==> src/design/ccp_pkg.sv <==
// shared types, constants and helpers of the capacity constrained path block
`timescale 1ns / 1ps

package ccp_pkg;

   // default sizes
   localparam int DEF_MAX_LAYERS   = 64;
   localparam int DEF_MAX_VALUES   = 4;
   localparam int DEF_MAX_CAPACITY = 15;

   // costs are signed Q32.16
   localparam int COST_W = 48;
   typedef logic signed [COST_W-1:0] cost_type;
   typedef logic signed [COST_W+1:0] cost_wide_type;
   localparam cost_type COST_MAX = {1'b0, {(COST_W-1){1'b1}}};
   localparam cost_type COST_MIN = {1'b1, {(COST_W-1){1'b0}}};

   // input commands
   localparam logic CMD_LOAD  = 1'b0;
   localparam logic CMD_LAYER = 1'b1;

   // register map
   localparam int CSR_INDEX_W = 3;
   typedef enum logic [CSR_INDEX_W-1:0] {
      CSR_CAPACITY,
      CSR_NUM_VALUES,
      CSR_BOUNDS_ACTIVE,
      CSR_LEFT_BOUND,
      CSR_RIGHT_BOUND,
      CSR_LEFT_WEIGHT,
      CSR_RIGHT_WEIGHT
   } csr_index_type;

   typedef struct packed {
      logic [3:0]         capacity;
      logic [2:0]         num_values;
      logic               bounds_active;
      logic signed [31:0] left_bound;
      logic signed [31:0] right_bound;
      logic signed [31:0] left_weight;
      logic signed [31:0] right_weight;
   } cfg_type;

   // engine sequencer
   typedef enum logic [3:0] {
      S_IDLE,
      S_FETCH_O,
      S_FETCH_P,
      S_CHECK,
      S_TERM,
      S_RD,
      S_WR,
      S_FIRST_WR,
      S_LAYER_END,
      S_OUT_FAIL,
      S_BT_RD,
      S_BT_WAIT,
      S_OUT_RD,
      S_OUT_PUT
   } eng_state_type;

   // term unit sequencer
   typedef enum logic [1:0] {
      T_IDLE,
      T_MUL,
      T_ACC
   } term_state_type;

   typedef enum logic [1:0] {
      SEL_G,
      SEL_W,
      SEL_L,
      SEL_R
   } term_sel_type;

   // engine to term unit
   typedef struct packed {
      logic start;
      logic first;
      logic add_left;
      logic add_right;
   } term_cmd_type;

   typedef struct packed {
      logic done;
   } term_sts_type;

   typedef struct packed {
      logic signed [31:0] g;
      logic signed [31:0] w;
      logic signed [16:0] d;
      logic [16:0]        dv;
      logic signed [15:0] v;
   } term_opnd_type;

   // sign extend a cost for addition
   function automatic cost_wide_type ext_cost(input cost_type c);
      return {{2{c[COST_W-1]}}, c};
   endfunction

   // saturate a grown sum back to the cost range
   function automatic cost_type sat_cost(input cost_wide_type v);
      if (v > ext_cost(COST_MAX)) return COST_MAX;
      if (v < ext_cost(COST_MIN)) return COST_MIN;
      return v[COST_W-1:0];
   endfunction

endpackage

==> src/design/ccp_ifs.sv <==


// register writes
interface ccp_csr_if;
   logic        valid;
   logic        ready;
   logic [2:0]  reg_index;
   logic [31:0] wdata;

   modport source (output valid, reg_index, wdata, input ready);
   modport sink (input valid, reg_index, wdata, output ready);
endinterface

==> src/design/ccp_csr.sv <==
// configuration registers of the capacity constrained path block
`timescale 1ns / 1ps

module ccp_csr (
   input  logic             clock,
   input  logic             reset,
   ccp_csr_if.sink          csr_chan,
   output ccp_pkg::cfg_type cfg
);
   import ccp_pkg::*;

   cfg_type cfg_ff;
   cfg_type cfg_in;

   assign csr_chan.ready = 1'b1;
   assign cfg = cfg_ff;

   // register decode
   always_comb begin
      cfg_in = cfg_ff;
      if (csr_chan.valid) begin
         unique case (csr_index_type'(csr_chan.reg_index))
            CSR_CAPACITY:      cfg_in.capacity      = csr_chan.wdata[3:0];
            CSR_NUM_VALUES:    cfg_in.num_values    = csr_chan.wdata[2:0];
            CSR_BOUNDS_ACTIVE: cfg_in.bounds_active = csr_chan.wdata[0];
            CSR_LEFT_BOUND:    cfg_in.left_bound    = csr_chan.wdata;
            CSR_RIGHT_BOUND:   cfg_in.right_bound   = csr_chan.wdata;
            CSR_LEFT_WEIGHT:   cfg_in.left_weight   = csr_chan.wdata;
            CSR_RIGHT_WEIGHT:  cfg_in.right_weight  = csr_chan.wdata;
            default:           cfg_in = cfg_ff;
         endcase
      end
   end

   // reset values: capacity 15, two values, everything else zero
   always_ff @(posedge clock) begin
      if (reset) begin
         cfg_ff <= '{4'd15, 3'd2, 1'b0, 32'sd0, 32'sd0, 32'sd0, 32'sd0};
      end else begin
         cfg_ff <= cfg_in;
      end
   end

endmodule

==> src/flat_wrapper.sv <==
// flat-port wrapper written by rule: the top's interface ports become plain ports
module ccp_csr_flat import ccp_pkg::*;
  (clock, reset, cfg, csr_chan_valid, csr_chan_reg_index, csr_chan_wdata, csr_chan_ready);
  ccp_csr_if csr_chan_i ();
  input  logic clock;
  input  logic reset;
  output ccp_pkg::cfg_type cfg;
  input wire logic [$bits(csr_chan_i.valid)-1:0] csr_chan_valid;
  input wire logic [$bits(csr_chan_i.reg_index)-1:0] csr_chan_reg_index;
  input wire logic [$bits(csr_chan_i.wdata)-1:0] csr_chan_wdata;
  output wire logic [$bits(csr_chan_i.ready)-1:0] csr_chan_ready;
  assign csr_chan_i.valid = csr_chan_valid;
  assign csr_chan_i.reg_index = csr_chan_reg_index;
  assign csr_chan_i.wdata = csr_chan_wdata;
  assign csr_chan_ready = csr_chan_i.ready;
  ccp_csr u_core (.clock(clock), .reset(reset), .csr_chan(csr_chan_i), .cfg(cfg));
endmodule
==> config.mk <==
export PLATFORM = sky130hd
export DESIGN_NAME = ccp_csr_flat
export DESIGN_NICKNAME = d
export VERILOG_FILES = /design/src/design/ccp_pkg.sv /design/src/design/ccp_ifs.sv /design/src/design/ccp_csr.sv /design/src/flat_wrapper.sv
export SDC_FILE = /design/constraint.sdc
export NUM_CORES = 1
export LEC_CHECK = 0
export ABC_AREA = 1
export BUFFER_PORTS_ARGS = -buffer_cell sky130_fd_sc_hd__clkbuf_2
export CORE_MARGIN = 2
export CORE_UTILIZATION = 55
export CTS_CLUSTER_DIAMETER = 80
export DETAILED_ROUTE_END_ITERATION = 8
export GPL_TIMING_DRIVEN = 0
export PLACE_DENSITY = 0.83
export SLEW_MARGIN = 40
export SYNTH_ARGS = -nofsm -noshare
export SYNTH_HDL_FRONTEND = slang
export SYNTH_SLANG_ARGS = --single-unit
==> constraint.sdc <==
create_clock -name clock -period 1.7 [get_ports clock]
set_clock_uncertainty 0.2 [all_clocks]
set_input_delay 0.255 -clock clock [delete_from_list [all_inputs] [get_ports clock]]
set_output_delay 0.255 -clock clock [all_outputs]
set_load 0.02 [all_outputs]
Word-level counts from Yosys, hierarchy flattened
Index checks and enable logic that the tools add are counted.
- register bits after elaboration: 136
- input port bits: 38
- output and inout port bits: 137
- logic and storage cells: 21
- eq/ne operators: 6
- reductions and logical operators: 8
- operator list (operator ; count):
    AND reduction 2 bit ; 7
    equality test 3 bit (second input constant) ; 3
    equality test 3 x 2 -> 1 bit (second input constant) ; 2
    equality test 3 x 1 -> 1 bit (second input constant) ; 1
    zero test 3 bit ; 1

Longest topological paths before layout
Gate-level depths: netlist of the first run.
- depth after elaboration: 2
- gate-level depth with buffers: 7
- depth with buffers taken out: 5

Worst setup path before layout of the first run
No wires, ideal clock.
- path type: input -> register
- start: input port reset
- end: register u_core.cfg_ff (netlist bit u_core.cfg[0])
- library setup time: 64 ps
- arrival: 950 ps
- required time: 1436 ps
- setup slack: 486 ps
- stages: 5
- path buffers: 2
- cell sequence: inv_2 -> buf_2 -> buf_1 -> nand2_1 -> nor2_1
- RTL lines (item ; line ; text):
    from (decl) ; flat_wrapper.sv:6 ; input logic reset;
    to (signal assigned) ; ccp_csr.sv:38 ; cfg_ff <= '{4'd15, 3'd2, 1'b0, 32'sd0, 32'sd0, 32'sd0, 32'sd0};
    to (signal assigned) ; ccp_csr.sv:40 ; cfg_ff <= cfg_in;
    to (decl) ; ccp_csr.sv:12 ; cfg_type cfg_ff;

Final worst setup path of the first run
- start: register u_core.cfg_ff (netlist bit u_core.cfg[135])
- end: output port cfg[135] (netlist name)
- RTL lines (item ; line ; text):
    to (decl) ; flat_wrapper.sv:7 ; output ccp_pkg::cfg_type cfg;
No word-level cell between the ends.

==> run_results.csv, run 1 <==
group,metric,value,unit
cells_and_area,final_layout_size_suffix_gt1_share,24.3,%
drt,first_pass_iters,7,
drt,wirelength,17.1,mm
cells_and_area,fin_area,7510,sq um
cells_and_area,ff_latch_area,2720,sq um
timing,setup_viol,0,
synthesis,synth_cell_types,16,
global_route,antenna_found_initial,0,
outcome,status,"completed",
worst_setup_path,crit_chain,"clkbuf_2",
pwr,leakagePower,3.72,nW
drt,vias_per_cell,5.06,
synthesis,synth_top_family_by_area,"simple AND/OR/NAND/NOR gates",
placement,gp_congestion,0.851,
global_route,grt_pass1_wl,27.2,mm
cells_and_area,num-fill-cells,778,
synthesis,synth_top_area_share,49.6,%
worst_hold_path,hold_class,"in -> reg",
cts,cts-root-buf,"clkbuf_8",
timing,relSlewSlack,56.2,%
drt,drt_iter0_drc,407,
drt,routed-via-count,5865,
global_route,grt_max_degree,17,
cells_and_area,largest_register_ffs,136,
timing,final-hold-violation-count,0,
worst_setup_path,endpoint_kind,"output pin",
synthesis,yosys.area_share.simple,41.8,%
cts,clock_latency,0.52,ns
cts,htreeDepth,4,
drt,avgRoutedWirePerCell,14.8,um
synthesis,synthXorXnorAreaFrac,0,%
placement,placed_cells,1092,
synthesis,yosys_warnings,0,
drt,postRouteAntennaNets,0,
cells_and_area,diodes,0,
global_route,grt_overflow,0,
timing,slew_viol_final,0,
worst_setup_path,cp_data_arrival_time,1.08,ns
cells_and_area,nets,1052,
timing,period_needed,1.53,ns
placement,dpl_cell_area,6520,sq um
global_route,grt_usage,31.7,%
worst_setup_path,slowest_delay,0.37,ns
synthesis,syn-cell-area,5490,sq um
worst_setup_path,slowest_stage,"dfxtp_1",
synthesis,synth-seq-cells,136,
floorplan,ios,175,
worst_setup_path,cp_max_fo,2,
synthesis,synth_top_cells_by_area,"dfxtp_1 (50%), nor2_1 (18%), nand3_1 (12%)",
timing,fmax,0.653,GHz
cells_and_area,layout.cells.non_filler,1159,
synthesis,seq_area_frac_synth,49.6,%
timing,worst_pin_slew,0.654,ns
floorplan,core-area,9730,sq um
placement,port-buffer-count,173,
pwr,vdd_ir_drop_max,1000,uV
synthesis,synthMuxAreaShare,0,%
worst_setup_path,path_buf_inv,1,
drt,drc_errors,0,
floorplan,dieArea,10800,sq um
cts,cts_setup_buffers,0,
cts,cts_sinks,136,
cells_and_area,multi_input_area,2300,sq um
floorplan,dieWidth,104,um
cts,clk_pin_slew,0.06,ns
global_route,grt_pass1_vias,5486,
cts,cts_tree,"built",
synthesis,syn_inst,786,
synthesis,syn-num-nets,824,
cells_and_area,post-route-util,77.2,%
cts,cts_buffer_depth,2,
worst_setup_path,startpoint_type,"register",
timing,timing.final.crit_share,90.1,%
worst_setup_path,crit_family,"flip-flops",
cts,numCtsBuffers,17,
synthesis,synth-compound-area-share,0.0912,%
synthesis,yosysTopAreaCell,"dfxtp_1",
cells_and_area,syn_to_final_growth,36.9,%
synthesis,syn_area_per_cell,6.99,sq um
placement,dp_hpwl,11.5,mm
run,maxCapViolCount,0,
synthesis,synthAdderAreaFrac,0,%
worst_setup_path,critPathKind,"reg -> out",
floorplan,initial_utilization,56.4,%
floorplan,die_y,104,um
timing,rsz0062_at_grt,"false",
pwr,p_per_area,1100,nW/um^2
floorplan,num_rows,36,
worst_setup_path,cp.required,1.24,ns
[stage by stage]
| stage | hold WS (ns) | TNS (ns) | total power (W) | setup slack, ns |
|---|---|---|---|---|
| 2_1_floorplan | 0.168 | 0 | 0.00400 | 0.486 |
| 3_3_place_gp | 0.263 | -1.38 | 0.00429 | -0.0585 |
| 3_5_place_dp | 0.272 | -0.463 | 0.00430 | -0.0301 |
| 4_1_cts | 0.00334 | 0 | 0.00826 | 0.169 |
| 5_1_grt | 0.0464 | 0 | 0.00855 | 0.118 |
| 6_report | 0.0144 | 0 | 0.00828 | 0.168 |
[area by class of cell]
type / count / area share, %
Clock inverter: 12 / 2.66
Sequential cell: 136 / 36.2
Clock buffer: 19 / 5.74
Multi-Input combinational cell: 558 / 30.7
Inverter: 39 / 1.95
Timing Repair Buffer: 209 / 16.3
Buffer: 53 / 4.23
Tap cell: 133 / 2.21
[layer usage]
layer  wire length (um)  track usage (%)
met3               1480             6.45
met5                  0                0
met4                592             15.7
met2               8040             52.7
met1               7000             39.2
[power breakdown]
group | internal, W | total, W | switching [W]
Sequential | 0.00330 | 0.00336 | 0.0000636
Clock | 0.00256 | 0.00395 | 0.00139
Combinational | 0.000335 | 0.000960 | 0.000625
Total | 0.00620 | 0.00828 | 0.00208
[final timing paths]
kind / startpoint / end / slack [ns] / cells past startpoint
hold / removal: csr_chan_reg_index[1] / u_core.cfg[23] / 0.01 / 6
setup / recovery: u_core.cfg[135] / cfg[135] / 0.17 / 1
hold reg to reg: u_core.cfg[117] / u_core.cfg[117] / 0.28 / 2
setup reg to reg: u_core.cfg[93] / u_core.cfg[93] / 0.84 / 2
[cells in the mapped netlist]
library cell and number:
clkbuf_1 4, nand2_1 148, inv_2 3, inv_1 36
buf_4 22, dfxtp_1 136, nor2_2 2, buf_6 3
buf_2 11, a21oi_1 1, nor2_1 265, buf_1 13
conb_1 1, nor2_4 4, nand3_1 136, nand2_2 1
[cell families (layout without fill, tap and decap cells)]
logic type | Yosys count | in the layout
simple gates | 556 | 556
flops | 136 | 136
buf+inv | 92 | 332
other cells | 1 | 1
compound gates | 1 | 1
[cells in the final DEF, fill, tap and decap left out, types with 4 or more instances in the layout]
| cell | instances |
|---|---|
| clkbuf_16 | 16 |
| buf_4 | 22 |
| inv_1 | 36 |
| dlygate4sd3_1 | 36 |
| nand2_1 | 148 |
| nand3_1 | 136 |
| nor2_1 | 265 |
| clkinv_4 | 4 |
| buf_2 | 11 |
| clkbuf_2 | 173 |
| dfxtp_1 | 136 |
| clkbuf_1 | 5 |
| bufinv_16 | 5 |
| buf_1 | 13 |
| nor2_4 | 4 |
[worst reg2reg max path, cell delays in order, from the launching register on]
cell     delay (ns)
dfxtp_1        0.32
nor2_1         0.15
nor2_1         0.08
[what timing repair did]
| item | 4_1_cts | 5_1_grt |
|---|---|---|
| hold endpoints to repair | 123 | 0 |
| gates resized for setup | 0 | 0 |
| hold buffers | 36 | 0 |
(Power assumes the default switching activity.)
==> run 2: changes to the inputs <==
--- a/config.mk
+++ b/config.mk
@@ -5,7 +5,7 @@
 export SDC_FILE = /design/constraint.sdc
 export NUM_CORES = 1
 export LEC_CHECK = 0
-export ABC_AREA = 1
+export ABC_AREA = 0
 export BUFFER_PORTS_ARGS = -buffer_cell sky130_fd_sc_hd__clkbuf_2
 export CORE_MARGIN = 2
 export CORE_UTILIZATION = 55
@@ -17,3 +17,4 @@
 export SYNTH_ARGS = -nofsm -noshare
 export SYNTH_HDL_FRONTEND = slang
 export SYNTH_SLANG_ARGS = --single-unit
+export TNS_END_PERCENT = 5
==> constraint.sdc (replaced) <==
create_clock -name clock -period 1.7 [get_ports clock]
set_clock_uncertainty 0.2 [all_clocks]
set_input_delay 0.34 -clock clock [delete_from_list [all_inputs] [get_ports clock]]
set_output_delay 0.34 -clock clock [all_outputs]
set_load 0.02 [all_outputs]
==> run 2 against run 1 <==
Global-route usage down 3.2 points. Via count down 25%. Clock power grew 2%. Combinational power decreased by 32%. Sequential power decreased by 2%. Synthesized area grew 0.84%. First-iteration DRC count down 57%. Routed wire length down 12%. Final cell count decreased by 26%. Largest cell class unchanged. Largest power group unchanged. Highest routed layer unchanged.
==> run_results.csv, run 2 <==
group,metric,value,unit
drt,avgRoutedWirePerCell,17.5,um
pwr,vdd_ir_drop_max,816,uV
worst_setup_path,startpoint_type,"register",
synthesis,async_flop_share,0,%
cts,cts_sinks,136,
synthesis,syn-num-nets,530,
worst_setup_path,slowest_stage,"dfxtp_1",
drt,postRouteAntennaNets,0,
synthesis,synth_cell_types,16,
timing,period_needed,1.63,ns
cts,clk_pin_slew,0.06,ns
drt,drc_errors,0,
timing,final-hold-violation-count,0,
cells_and_area,final_layout_size_suffix_gt1_share,30.6,%
synthesis,yosysTopAreaCell,"dfxtp_1",
pwr,clockPowerShare,50.4,%
worst_setup_path,endpoint_kind,"output pin",
drt,vias_per_cell,5.10,
pwr,seqPwrFrac,41.4,%
worst_setup_path,crit_chain,"clkbuf_2",
cts,numCtsBuffers,17,
pwr,swShare,22.3,%
cells_and_area,nets,755,
worst_setup_path,cp_data_arrival_time,1.09,ns
placement,gp_congestion,0.813,
drt,routed-via-count,4395,
placement,pre_cts_slack,-0.0896,ns
floorplan,dieWidth,104,um
cells_and_area,largest_register_ffs,136,
global_route,grt_pass1_wl,24.2,mm
drt,first_pass_iters,4,
timing,tns,0,ns
synthesis,synth_top_area_share,49.2,%
pwr,intPower,0.00620,W
worst_hold_path,hold_class,"in -> reg",
cells_and_area,syn_to_final_growth,36.8,%
cts,cts_tree,"built",
synthesis,syn_inst,492,
synthesis,yosysMostFrequentCell,"nand2b_1",
floorplan,initial_utilization,56.6,%
timing,fin_ws,0.0681,ns
worst_setup_path,cp.required,1.16,ns
placement,dp_hpwl,9.93,mm
timing,setup_viol,0,
timing,fmax,0.613,GHz
global_route,grt_max_degree,17,
floorplan,die_y,104,um
synthesis,synth_edf_count,0,
pwr,leakagePower,3.79,nW
global_route,grt_overflow,0,
synthesis,synth-seq-cells,136,
cts,cts_buffer_depth,2,
cells_and_area,layout_commonest_cell,"clkbuf_2",
worst_setup_path,crit_family,"flip-flops",
timing,rsz0062_at_grt,"false",
pwr,p_per_area,1050,nW/um^2
drt,drt_iter0_drc,175,
global_route,antenna_found_initial,0,
cells_and_area,final_cell_mix,"clkbuf_2 (168), nand2b_1 (163), mux2i_1 (136), dfxtp_1 (136), dlygate4sd3_1 (38)",
pwr,total_power,0.00797,W
placement,port-buffer-count,168,
pwr,p_sw,0.00177,W
synthesis,seq_area_frac_synth,49.2,%
floorplan,num_rows,36,
synthesis,synth_commonest_cells,"nand2b_1 (163), dfxtp_1 (136), mux2i_1 (136)",
worst_setup_path,slowest_delay,0.36,ns
synthesis,syn_area_per_cell,11.3,sq um
worst_setup_path,path_buf_inv,1,
floorplan,ios,175,
run,maxCapViolCount,0,
synthesis,yosys_warnings,0,
drt,wirelength,15.1,mm
worst_setup_path,cp_max_fo,2,
worst_setup_path,critPathKind,"reg -> out",
global_route,grt_usage,28.5,%
cts,cts-root-buf,"clkbuf_8",
floorplan,dieArea,10900,sq um
global_route,grt_pass1_vias,4598,
synthesis,synth_top_cells_by_area,"dfxtp_1 (49%), mux2i_1 (25%), nand2b_1 (18%)",
cts,clock_latency,0.53,ns
pwr,combPwrFrac,8.2,%
timing,slew_viol_final,0,
floorplan,core-area,9770,sq um
outcome,status,"completed",
cells_and_area,num-fill-cells,634,
cells_and_area,diodes,0,
synthesis,syn-cell-area,5540,sq um
timing,timing.final.crit_share,96.0,%
synthesis,ys.flop_type,"dfxtp_1",
cts,htreeDepth,4,
[run 2: cell count changes in the layout (fill, tap and decap cells not counted), moves of 5 or more]
cell / delta
nor2_1: -256
nand2b_1: +163
nand2_1: -148
mux2i_1: +136
nand3_1: -136
inv_1: -36
buf_1: -13
buf_4: -12
clkbuf_1: +11
buf_2: -8
clkbuf_2: -5
[run 2: metrics by stage]
stage / cell area (sq um) / hold WS, ns / util (%) / cells
after CTS: 7570 / 0.00257 / 77.5 / 862
after global routing: 7570 / 0.0205 / 77.5 / 862
after global placement: 6540 / 0.259 / 66.9 / 793
after detailed placement: 6540 / 0.263 / 66.9 / 793
final: 7570 / 0.0167 / 77.5 / 862
after floorplan: 5540 / 0.307 / - / 492
[run 2: area by class of cell]
type	instances	area, sq um	area share [%]
Buffer	38	278	3.67
Tap cell	133	166	2.20
Timing Repair Buffer	206	1220	16.1
Sequential cell	136	2720	35.9
Multi-Input combinational cell	318	2540	33.5
Clock buffer	20	455	6.01
Clock inverter	11	194	2.56
[run 2: kinds of logic (layout without fill, tap and decap cells)]
family | Yosys count | count (layout) | synth area share, %
buffers and inverters | 38 | 275 | 5.02
other | 1 | 1 | 0.0677
muxes | 136 | 136 | 24.6
DFF | 136 | 136 | 49.2
and+or+nand+nor | 181 | 181 | 21.2
[run 2: path summary, 6_finish.rpt]
check | from | end | slack [ns] | cells past startpoint
worst min register to register | u_core.cfg[2] | u_core.cfg[2] | 0.28 | 2
worst min-delay path | csr_chan_wdata[7] | u_core.cfg[39] | 0.02 | 3
worst max register to register | u_core.cfg[134] | u_core.cfg[134] | 0.26 | 3
worst max-delay path | u_core.cfg[64] | cfg[64] | 0.07 | 1
[run 2: power by group through the flow]
stage	clock network, W	logic [W]	registers [W]
6_report	0.00402	0.000652	0.00330
5_1_grt	0.00419	0.000694	0.00331
4_1_cts	0.00403	0.000648	0.00330
3_5_place_dp	0	0.000579	0.00337
3_3_place_gp	0	0.000565	0.00336
2_1_floorplan	0	0.000297	0.00345
[run 2: repair_timing]
action                                 in CTS  in global routing
endpoints found under the hold margin     117                  0
buffers inserted                            0                  0
hold buffers                               38                  0
gates resized for setup                     0                  0
[run 2: metal layers]
metal	routed length, um	track usage (%)
met5	0	0
met4	485	12.8
met3	941	8.90
met2	7580	48.9
met1	6090	32.4
==> run 3: changes to the inputs <==
--- a/config.mk
+++ b/config.mk
@@ -7,12 +7,12 @@
 export LEC_CHECK = 0
 export ABC_AREA = 0
 export BUFFER_PORTS_ARGS = -buffer_cell sky130_fd_sc_hd__clkbuf_2
-export CORE_MARGIN = 2
 export CORE_UTILIZATION = 55
 export CTS_CLUSTER_DIAMETER = 80
 export DETAILED_ROUTE_END_ITERATION = 8
 export GPL_TIMING_DRIVEN = 0
 export PLACE_DENSITY = 0.83
+export SETUP_SLACK_MARGIN = 0.1
 export SLEW_MARGIN = 40
 export SYNTH_ARGS = -nofsm -noshare
 export SYNTH_HDL_FRONTEND = slang
==> constraint.sdc (replaced) <==
create_clock -name clock -period 1.95 [get_ports clock]
set_clock_uncertainty 0.2 [all_clocks]
set_input_delay 0.39 -clock clock [delete_from_list [all_inputs] [get_ports clock]]
set_output_delay 0.39 -clock clock [all_outputs]
set_load 0.02 [all_outputs]
==> run 3 against run 2 <==
Sequential share of layout area grew 2.1 points. Die area is 3.8% lower. Design area shrank 5.5%. Non-clock buffer count shrank 32. Sequential power decreased by 13%. Utilization is 4.2 points lower. Critical path depth unchanged. Setup slack improved by 0.20 ns.
==> run_results.csv, run 3 (synthesis gave the netlist of run 2 again) <==
group,metric,value,unit
worst_setup_path,path_buf_inv,1,
cells_and_area,nets,723,
drt,drc_errors,0,
cells_and_area,diodes,0,
global_route,grt_overflow,0,
floorplan,initial_utilization,56.6,%
cells_and_area,num-fill-cells,773,
timing,final-hold-violation-count,0,
timing,fin_ws,0.273,ns
floorplan,dieArea,10500,sq um
cts,cts_sinks,136,
cts,clock_latency,0.51,ns
global_route,grt_pass1_wl,21.3,mm
worst_setup_path,crit_family,"flip-flops",
floorplan,dieWidth,102,um
worst_setup_path,critPathKind,"reg -> out",
drt,routed-via-count,4187,
cells_and_area,syn_to_final_growth,29.3,%
placement,port-buffer-count,168,
floorplan,die_y,102,um
timing,rsz0062_at_grt,"false",
worst_setup_path,cp_data_arrival_time,1.09,ns
cells_and_area,final_cell_mix,"clkbuf_2 (168), nand2b_1 (163), mux2i_1 (136), dfxtp_1 (136)",
cts,cts_tree,"built",
timing,tns,0,ns
cells_and_area,final_layout_size_suffix_gt1_share,32.1,%
drt,drt_iter0_drc,123,
placement,gp_congestion,0.752,
drt,first_pass_iters,4,
cells_and_area,layout_commonest_cell,"clkbuf_2",
cts,cts_buffer_depth,2,
worst_setup_path,cp_max_fo,2,
drt,vias_per_cell,5.04,
placement,dpl_cell_area,6540,sq um
worst_setup_path,startpoint_type,"register",
drt,avgRoutedWirePerCell,16.6,um
global_route,grt_max_degree,17,
cts,post_cts_resized,0,
pwr,vdd_ir_drop_max,560,uV
timing,period_needed,1.68,ns
pwr,p_per_area,887,nW/um^2
placement,dp_hpwl,9.71,mm
worst_hold_path,hold_class,"in -> reg",
global_route,grt_pass1_vias,4254,
worst_setup_path,endpoint_kind,"output pin",
pwr,leakagePower,3.62,nW
cells_and_area,largest_register_ffs,136,
floorplan,core-area,9770,sq um
drt,postRouteAntennaNets,0,
pwr,total_power,0.00635,W
cells_and_area,post-route-util,73.3,%
outcome,status,"completed",
run,maxCapViolCount,0,
cts,numCtsBuffers,17,
worst_setup_path,crit_chain,"clkbuf_2",
timing,slew_viol_final,0,
cts,cts-root-buf,"clkbuf_8",
floorplan,num_rows,36,
cts,clk_pin_slew,0.06,ns
global_route,antenna_found_initial,0,
cells_and_area,fin_area,7160,sq um
cells_and_area,ff_latch_area,2720,sq um
worst_setup_path,cp.required,1.36,ns
worst_setup_path,slowest_stage,"dfxtp_1",
timing,timing.final.crit_share,86.0,%
global_route,grt_usage,27.4,%
cts,htreeDepth,4,
drt,wirelength,13.8,mm
cells_and_area,multi_input_area,2540,sq um
timing,fmax,0.596,GHz
worst_setup_path,slowest_delay,0.38,ns
floorplan,ios,175,
timing,setup_viol,0,
placement,pre_cts_slack,0.101,ns
[run 3: cell types whose count changed in the layout (fill, tap and decap cells not counted)]
cell and delta:
clkinv_4 +1, inv_6 -1, bufinv_16 -4, clkinvlp_4 +1
dlygate4sd3_1 -32, clkinv_2 +4
[run 3: path summary, 6_finish.rpt]
path                           start         endpoint  slack [ns]  cells after the start
setup / recovery       u_core.cfg[0]           cfg[0]        0.27                      1
hold / removal    csr_chan_wdata[30]  u_core.cfg[126]        0.01                      3
setup reg to reg       u_core.cfg[0]    u_core.cfg[0]        1.07                      2
hold reg to reg        u_core.cfg[5]    u_core.cfg[5]        0.27                      2
[run 3: cell type report]
type,instances,share of cell area (%)
plain buffers,38,3.88
clock buffers,20,6.36
clock inverters,12,1.42
multi-input cells,318,35.4
flip-flops and latches,136,38.0
well taps,133,2.32
repair buffers,174,12.6
[run 3: power breakdown]
part / internal [W] / switching, W / total [W]
clock network: 0.00178 / 0.00118 / 0.00296
registers: 0.00284 / 0.0000349 / 0.00288
logic: 0.000222 / 0.000293 / 0.000515
total: 0.00484 / 0.00151 / 0.00635
[run 3: through the flow]
step                hold slack (ns)  instances
floorplan                     0.346        492
global placement              0.258        793
detailed placement            0.265        793
CTS                         0.00212        831
global route                 0.0185        831
finish                       0.0105        831
[run 3: repair_timing]
item / CTS / global route
hold endpoints to repair: 9 / 0
hold buffers: 6 / 0
buffers inserted: 0 / 0
[run 3: layer usage]
layer | up-vias | global-route usage (%) | part of all wire, %
li1 | 2023 | - | -
met1 | 1997 | 31.7 | 42
met2 | 138 | 46.5 | 50
met3 | 29 | 7.87 | 5.9
met4 | 0 | 13.2 | 2.0
met5 | - | 0 | 0
